**src/htr_pkg.sv**
```systemverilog
package htr_pkg;

  localparam int unsigned DegPerSector = 60;
  localparam logic [8:0] HueLimit = 9'd360;
  localparam logic [5:0] SectorDeg = 6'd60;
  localparam logic [13:0] SectorScale = 14'd15300;

  // floor(x / 15300) == (x * RecipSector) >> RecipSectorShift for x < 255 * 15300.
  localparam logic [22:0] RecipSector = 23'd4491470;
  localparam int unsigned RecipSectorShift = 36;
  // floor(x / 255) == (x * RecipFull) >> RecipFullShift for x < 255 * 255.
  localparam logic [16:0] RecipFull = 17'd65794;
  localparam int unsigned RecipFullShift = 24;

  typedef enum logic [2:0] {
    SectorRed     = 3'd0,
    SectorYellow  = 3'd1,
    SectorGreen   = 3'd2,
    SectorCyan    = 3'd3,
    SectorBlue    = 3'd4,
    SectorMagenta = 3'd5
  } htr_sector_e;

  typedef struct packed {
    logic [8:0] hue;
    logic [7:0] saturation;
    logic [7:0] brightness;
  } htr_in_t;

  typedef struct packed {
    logic [7:0] red;
    logic [7:0] green;
    logic [7:0] blue;
  } htr_out_t;

  // Load enables of the three arithmetic stages.
  typedef struct packed {
    logic numer;
    logic prod;
    logic quot;
  } htr_math_en_t;

endpackage

```
**src/htr_hue_split.sv**
```systemverilog
module htr_hue_split (
  input  logic [8:0]          hue_i,
  output htr_pkg::htr_sector_e sector_o,
  output logic [5:0]          rem_o,
  output logic                black_o
);

  logic [8:0] base;
  logic [8:0] diff;

  always_comb begin
    if (hue_i < 9'(htr_pkg::DegPerSector)) begin
      sector_o = htr_pkg::SectorRed;
      base     = 9'd0;
    end else if (hue_i < 9'(2 * htr_pkg::DegPerSector)) begin
      sector_o = htr_pkg::SectorYellow;
      base     = 9'(htr_pkg::DegPerSector);
    end else if (hue_i < 9'(3 * htr_pkg::DegPerSector)) begin
      sector_o = htr_pkg::SectorGreen;
      base     = 9'(2 * htr_pkg::DegPerSector);
    end else if (hue_i < 9'(4 * htr_pkg::DegPerSector)) begin
      sector_o = htr_pkg::SectorCyan;
      base     = 9'(3 * htr_pkg::DegPerSector);
    end else if (hue_i < 9'(5 * htr_pkg::DegPerSector)) begin
      sector_o = htr_pkg::SectorBlue;
      base     = 9'(4 * htr_pkg::DegPerSector);
    end else begin
      sector_o = htr_pkg::SectorMagenta;
      base     = 9'(5 * htr_pkg::DegPerSector);
    end
  end

  assign diff    = hue_i - base;
  // Out-of-range hues land in the last sector with a meaningless remainder; the black flag
  // overrides them at the output.
  assign rem_o   = diff[5:0];
  assign black_o = (hue_i >= htr_pkg::HueLimit);

endmodule

```
**src/htr_channel_math.sv**
```systemverilog
module htr_channel_math (
  input  logic                 clk_i,
  input  htr_pkg::htr_math_en_t en_i,
  input  htr_pkg::htr_sector_e  sector_i,
  input  logic [5:0]           rem_i,
  input  logic [7:0]           sat_i,
  input  logic [7:0]           val_i,
  input  logic                 black_i,
  output htr_pkg::htr_sector_e  sector_o,
  output logic                 black_o,
  output logic [7:0]           val_o,
  output logic [7:0]           p_o,
  output logic [7:0]           q_o,
  output logic [7:0]           t_o
);

  // Numerator stage.
  logic [5:0]  comp;
  logic [13:0] s_rem;
  logic [13:0] s_comp;
  logic [13:0] nq_d, nq_q;
  logic [13:0] nt_d, nt_q;
  logic [7:0]  np_d, np_q;
  logic [7:0]  val_n_q;
  logic        black_n_q;
  htr_pkg::htr_sector_e sector_n_q;

  assign comp   = htr_pkg::SectorDeg - rem_i;
  assign s_rem  = {6'd0, sat_i} * {8'd0, rem_i};
  assign s_comp = {6'd0, sat_i} * {8'd0, comp};
  assign nq_d   = htr_pkg::SectorScale - s_rem;
  assign nt_d   = htr_pkg::SectorScale - s_comp;
  assign np_d   = ~sat_i;

  always_ff @(posedge clk_i) begin
    if (en_i.numer) begin
      nq_q       <= nq_d;
      nt_q       <= nt_d;
      np_q       <= np_d;
      val_n_q    <= val_i;
      black_n_q  <= black_i;
      sector_n_q <= sector_i;
    end
  end

  // Product stage: brightness times each numerator.
  logic [21:0] pq_d, pq_q;
  logic [21:0] pt_d, pt_q;
  logic [15:0] pp_d, pp_q;
  logic [7:0]  val_p_q;
  logic        black_p_q;
  htr_pkg::htr_sector_e sector_p_q;

  assign pq_d = {14'd0, val_n_q} * {8'd0, nq_q};
  assign pt_d = {14'd0, val_n_q} * {8'd0, nt_q};
  assign pp_d = {8'd0, val_n_q} * {8'd0, np_q};

  always_ff @(posedge clk_i) begin
    if (en_i.prod) begin
      pq_q       <= pq_d;
      pt_q       <= pt_d;
      pp_q       <= pp_d;
      val_p_q    <= val_n_q;
      black_p_q  <= black_n_q;
      sector_p_q <= sector_n_q;
    end
  end

  // Quotient stage: constant division by reciprocal multiply; the quotient never exceeds 255.
  logic [44:0] rq;
  logic [44:0] rt;
  logic [32:0] rp;
  logic [7:0]  q_q;
  logic [7:0]  t_q;
  logic [7:0]  p_q;
  logic [7:0]  val_r_q;
  logic        black_r_q;
  htr_pkg::htr_sector_e sector_r_q;

  assign rq = {23'd0, pq_q} * {22'd0, htr_pkg::RecipSector};
  assign rt = {23'd0, pt_q} * {22'd0, htr_pkg::RecipSector};
  assign rp = {17'd0, pp_q} * {16'd0, htr_pkg::RecipFull};

  always_ff @(posedge clk_i) begin
    if (en_i.quot) begin
      q_q        <= rq[htr_pkg::RecipSectorShift +: 8];
      t_q        <= rt[htr_pkg::RecipSectorShift +: 8];
      p_q        <= rp[htr_pkg::RecipFullShift +: 8];
      val_r_q    <= val_p_q;
      black_r_q  <= black_p_q;
      sector_r_q <= sector_p_q;
    end
  end

  assign sector_o = sector_r_q;
  assign black_o  = black_r_q;
  assign val_o    = val_r_q;
  assign p_o      = p_q;
  assign q_o      = q_q;
  assign t_o      = t_q;

endmodule

```
**src/hsv_to_rgb_converter.sv**
```systemverilog
// HSV to RGB conversion, five register stages: hue split, numerators, brightness products,
// reciprocal-multiply quotients, and the sector routing into the output register.
// Throughput is one beat per cycle while the output is ready; each stage holds its beat while
// the next one cannot take it, so a stall at the output backs up through the pipeline with no loss.
// Reset clears only the stage valid bits; the data registers are not reset.
module hsv_to_rgb_converter (
  input  logic             clk_i,
  input  logic             rst_ni,
  input  logic             in_valid_i,
  output logic             in_ready_o,
  input  htr_pkg::htr_in_t  in_data_i,
  output logic             out_valid_o,
  input  logic             out_ready_i,
  output htr_pkg::htr_out_t out_data_o
);

  localparam int unsigned NumStages = 5;

  logic [NumStages-1:0] vld_d, vld_q;
  logic [NumStages-1:0] rdy;
  logic [NumStages-1:0] load;

  always_comb begin
    rdy[NumStages-1] = out_ready_i || !vld_q[NumStages-1];
    for (int k = NumStages - 2; k >= 0; k--) begin
      rdy[k] = rdy[k+1] || !vld_q[k];
    end
    for (int k = 0; k < NumStages; k++) begin
      if (rdy[k]) begin
        vld_d[k] = (k == 0) ? in_valid_i : vld_q[(k == 0) ? 0 : k - 1];
      end else begin
        vld_d[k] = vld_q[k];
      end
      load[k] = rdy[k] && ((k == 0) ? in_valid_i : vld_q[(k == 0) ? 0 : k - 1]);
    end
  end

  always_ff @(posedge clk_i or negedge rst_ni) begin
    if (!rst_ni) begin
      vld_q <= '0;
    end else begin
      vld_q <= vld_d;
    end
  end

  assign in_ready_o  = rdy[0];
  assign out_valid_o = vld_q[NumStages-1];

  // Stage 1: hue split.
  htr_pkg::htr_sector_e sector_s;
  logic [5:0]          rem_s;
  logic                black_s;

  htr_hue_split u_split (
    .hue_i    (in_data_i.hue),
    .sector_o (sector_s),
    .rem_o    (rem_s),
    .black_o  (black_s)
  );

  htr_pkg::htr_sector_e sector_q;
  logic [5:0]          rem_q;
  logic                black_q;
  logic [7:0]          sat_q;
  logic [7:0]          val_q;

  always_ff @(posedge clk_i) begin
    if (load[0]) begin
      sector_q <= sector_s;
      rem_q    <= rem_s;
      black_q  <= black_s;
      sat_q    <= in_data_i.saturation;
      val_q    <= in_data_i.brightness;
    end
  end

  // Stages 2 to 4: channel terms.
  htr_pkg::htr_math_en_t math_en;
  htr_pkg::htr_sector_e  sector_m;
  logic                 black_m;
  logic [7:0]           val_m;
  logic [7:0]           p_m;
  logic [7:0]           q_m;
  logic [7:0]           t_m;

  assign math_en.numer = load[1];
  assign math_en.prod  = load[2];
  assign math_en.quot  = load[3];

  htr_channel_math u_math (
    .clk_i    (clk_i),
    .en_i     (math_en),
    .sector_i (sector_q),
    .rem_i    (rem_q),
    .sat_i    (sat_q),
    .val_i    (val_q),
    .black_i  (black_q),
    .sector_o (sector_m),
    .black_o  (black_m),
    .val_o    (val_m),
    .p_o      (p_m),
    .q_o      (q_m),
    .t_o      (t_m)
  );

  // Stage 5: route the terms by sector.
  htr_pkg::htr_out_t out_d, out_q;

  always_comb begin
    case (sector_m)
      htr_pkg::SectorRed: begin
        out_d = '{red: val_m, green: t_m, blue: p_m};
      end
      htr_pkg::SectorYellow: begin
        out_d = '{red: q_m, green: val_m, blue: p_m};
      end
      htr_pkg::SectorGreen: begin
        out_d = '{red: p_m, green: val_m, blue: t_m};
      end
      htr_pkg::SectorCyan: begin
        out_d = '{red: p_m, green: q_m, blue: val_m};
      end
      htr_pkg::SectorBlue: begin
        out_d = '{red: t_m, green: p_m, blue: val_m};
      end
      default: begin
        out_d = '{red: val_m, green: p_m, blue: q_m};
      end
    endcase
    if (black_m) begin
      out_d = '0;
    end
  end

  always_ff @(posedge clk_i) begin
    if (load[4]) begin
      out_q <= out_d;
    end
  end

  assign out_data_o = out_q;

endmodule

```
**config.mk**
```make
export PLATFORM = sky130hd
export DESIGN_NAME = hsv_to_rgb_converter
export DESIGN_NICKNAME = d
export VERILOG_FILES = /design/src/htr_pkg.sv /design/src/htr_hue_split.sv /design/src/htr_channel_math.sv /design/src/hsv_to_rgb_converter.sv
export SDC_FILE = /design/constraint.sdc
export NUM_CORES = 2
export LEC_CHECK = 0
export ABC_AREA = 1
export BUFFER_PORTS_ARGS = -buffer_cell sky130_fd_sc_hd__buf_2
export CAP_MARGIN = 30
export CORE_ASPECT_RATIO = 1.4
export CORE_MARGIN = 8
export CORE_UTILIZATION = 61
export CTS_CLUSTER_SIZE = 24
export DETAILED_ROUTE_END_ITERATION = 7
export GPL_ROUTABILITY_DRIVEN = 1
export HOLD_SLACK_MARGIN = 0.03
export PLACE_DENSITY = 0.78
export SLEW_MARGIN = 20
export SYNTH_ARGS = -nofsm -noshare
export SYNTH_HDL_FRONTEND = slang
export SYNTH_SLANG_ARGS = --single-unit
```
**constraint.sdc**
```tcl
create_clock -name clk_i -period 6.76 [get_ports clk_i]
set_clock_uncertainty 0.1 [all_clocks]
set_input_delay 1.014 -clock clk_i [delete_from_list [all_inputs] [get_ports clk_i]]
set_output_delay 1.014 -clock clk_i [all_outputs]
set_load 0.02 [all_outputs]
```
==> flow_summary.ini <==
[routing]
vias_per_cell = 5.38
drtIter0Drc = 1502
ant_nets = 0
drc = 0
firstDrtPassIters = 5
routedWlPerCell_um = 16.5
vias = 27200
routed_wl_um = 83400

[logic_synthesis]
synth_top_area_share_pct = 25.2
syn_inst = 4268
synthArstFlopShare_pct = 2.39
syn_area_um2 = 36200
avgSynthCellArea_um2 = 8.48
ys_ff_latch = 209
synth_top_cell_by_area = fa_1
synth-main-ff-cell = edfxtp_1
ys_seq_area_share_pct = 17.3
synthTopCellsByArea = fa_1 25%, ha_1 23%, edfxtp_1 17%
synth_edf_count = 204
synth_cell_types = 46
synth_fp_nets = 5418
ys_warn_count = 0

[cells_and_area]
syn_to_final_growth_pct = 5.13
multi_input_area_um2 = 25400
drive_gt1_share_pct = 3.47
num-nets-final = 5433
instances_no_fill = 5049
post-route-util_pct = 64.8
seq_area_um2 = 6250
n_antenna_cell = 0
fillCellCount = 4872

[critical_path]
critPathLaunch = u_math.pq_q[17]
cp-end-kind = flip-flop
worstSetupStartpointType = flip-flop
rr_startpoint = u_math.pq_q[17]
cp.arrival_ns = 5.98
critPathCapture = u_math.q_o[7]
cp_data_required_time_ns = 6.99
rr_worst_depth = 19
r2r-end = u_math.q_o[7]
worstSetupPathType = flip-flop to flip-flop
cp_max_fo = 6
reg2reg_slack_ns = 1.01

[global_route]
grt_start_max_net_pins = 61
overflow = 0
grt_pass1_vias = 29100
grt.total_usage_pct = 25.2
grt_antenna_before_repair = 1
grt_pass1_wl_um = 139000

[cts]
post_cts_resized = 0
cts_setup_buffers = 0
clk_path_buf_depth = 3
clock_latency_ns = 0.57
cts_tree = done
cts_hold_buffers = 0
clk_pin_slew_worst_paths_ns = 0.07
htreeDepth = 1
numCtsBuffers = 24
tritoncts_num_sinks = 209
cts_root_buf = clkbuf_16

[timing]
rsz0062_at_grt = no
tns_ns = 0
finalMaxSlewViolations = 0
timing.hold.ws_ns = 0.143
tightestPinTransition_ns = 0.969
final-setup-viol-count = 0
period_share_pct = 85.1
max_freq_mhz = 174
finalHoldViolCount = 0
slew_headroom_pct = 35.4
fin_crit_ns = 5.75

[run_status]
outcome = complete, no violations

[placement]
place_inst = 5004
portBuffers = 54
place.gp.congestion = 0.983
hpwl_um = 71700

[die]
ios = 55
initial_core_util_pct = 61.7
dieArea_um2 = 67500
core-area_um2 = 58700
die_y_um = 304
fp-row-count = 105
die-width_um = 222

[run]
maxCapViolations = 0

[worst_hold_path]
hp-class = primary input to asynchronous set/reset pin
==> synthesized netlist by cell type, types with 3 or more instances <==
cell          n
clkbuf_2     12
xnor2_1      27
o21a_1        4
a221oi_1      8
nor2_2        4
a22oi_1       9
nand2_1     860
dfrtp_1       5
inv_1      1111
o211ai_1      3
o21ai_1       7
nand2_2       5
nand3_1      85
nand3b_1     10
a31oi_1       5
ha_1        666
a21o_1       15
nor3_2        3
and2_1        3
a21boi_0      5
o21bai_1     16
nor2_1      229
nor3_1       31
clkbuf_1     70
nand4_1      36
o21ai_0      97
a211oi_1      3
fa_1        455
edfxtp_1    204
o2111ai_1     8
nor4_1        3
inv_2         7
xor2_1       51
a21oi_1     194
==> stage by stage <==
stage | setup WS, ns | instance area, µm²
after detailed placement | 1.03 | 37200
after global routing | 0.789 | 38100
after global placement | 1.17 | 37200
after floorplan | 1.49 | 36200
final | 1.01 | 38100
after CTS | 1.04 | 38000
==> registers in the layout (all words and copies together), names as in the netlist, 13 cells and up <==
| register | flops |
|---|---|
| out_data_o | 24 |
| u_math.nq_q | 13 |
| u_math.nt_q | 14 |
| u_math.pp_q | 16 |
| u_math.pq_q | 21 |
| u_math.pt_q | 22 |
==> metal layers <==
metal / up-vias / track usage, % / wire length [µm]
li1: 13200 / - / -
met1: 13100 / 28.1 / 32300
met2: 649 / 48.0 / 44100
met3: 206 / 2.55 / 3340
met4: 0 / 10.5 / 3740
met5: - / 0 / 0
==> logic make-up (layout without fill, tap and decap cells) <==
family,count (synthesis),count (layout),share of synthesized area (%)
AO/OA/AOI/OAI,379,379,5.88
XOR/XNOR,78,78,1.89
adder cells (fa/ha/maj),1121,1121,48.2
buffers and inverters,1204,1236,12.5
flip-flops,209,209,17.3
AND/OR/NAND/NOR,1277,1277,14.2
==> worst min-delay path by stage <==
stage,cells past startpoint,startpoint,to
after floorplan,0,black_q,u_math.black_n_q
after global placement,0,black_q,u_math.black_n_q
after detailed placement,0,val_q[0],u_math.val_n_q[0]
after CTS,1,rst_ni,vld_q[3]
after global routing,1,rst_ni,vld_q[0]
final,1,rst_ni,vld_q[3]
==> layout by cell type, fill, tap and decap left out, types with 4 or more instances in the layout <==
master	instances
o21a_1	4
nor2_1	226
ha_1	666
o21bai_1	16
edfxtp_1	204
clkbuf_16	24
xnor2_1	27
a21oi_1	194
a22oi_1	9
nand2_2	5
xor2_1	51
inv_2	8
a21boi_0	5
a21o_1	15
dfrtp_1	5
buf_2	54
inv_6	4
nor2_2	6
inv_1	1110
fa_1	455
a221oi_1	8
nand3_1	85
nor3_1	31
nand4_1	36
o2111ai_1	8
a31oi_1	5
nand3b_1	10
buf_4	17
o21ai_1	7
o21ai_0	97
nand2_1	860
==> final cells by class <==
cell class / count / share of cell area, %
multi-input combinational: 2855 / 66.8
sequential: 209 / 16.4
inverter: 1118 / 11.0
tap: 749 / 2.46
clock buffer: 24 / 1.58
timing repair buffer: 75 / 1.19
clock inverter: 19 / 0.526
==> critical path, stage by stage (launching register included) <==
cell and delay (ns):
edfxtp_1 0.55, ha_1 0.39, inv_1 0.06, fa_1 0.51, inv_1 0.05, fa_1 0.44
ha_1 0.33, fa_1 0.47, fa_1 0.54, inv_1 0.05, fa_1 0.53, inv_1 0.04
ha_1 0.33, nand2_1 0.17, nor2_1 0.25, nand2_1 0.09, nor3_1 0.24, nand4_1 0.17
nand4_1 0.13, nand2_1 0.06
Power is not shown: default switching activity piles up to over one toggle a cycle in this logic, so the estimate is an artifact.
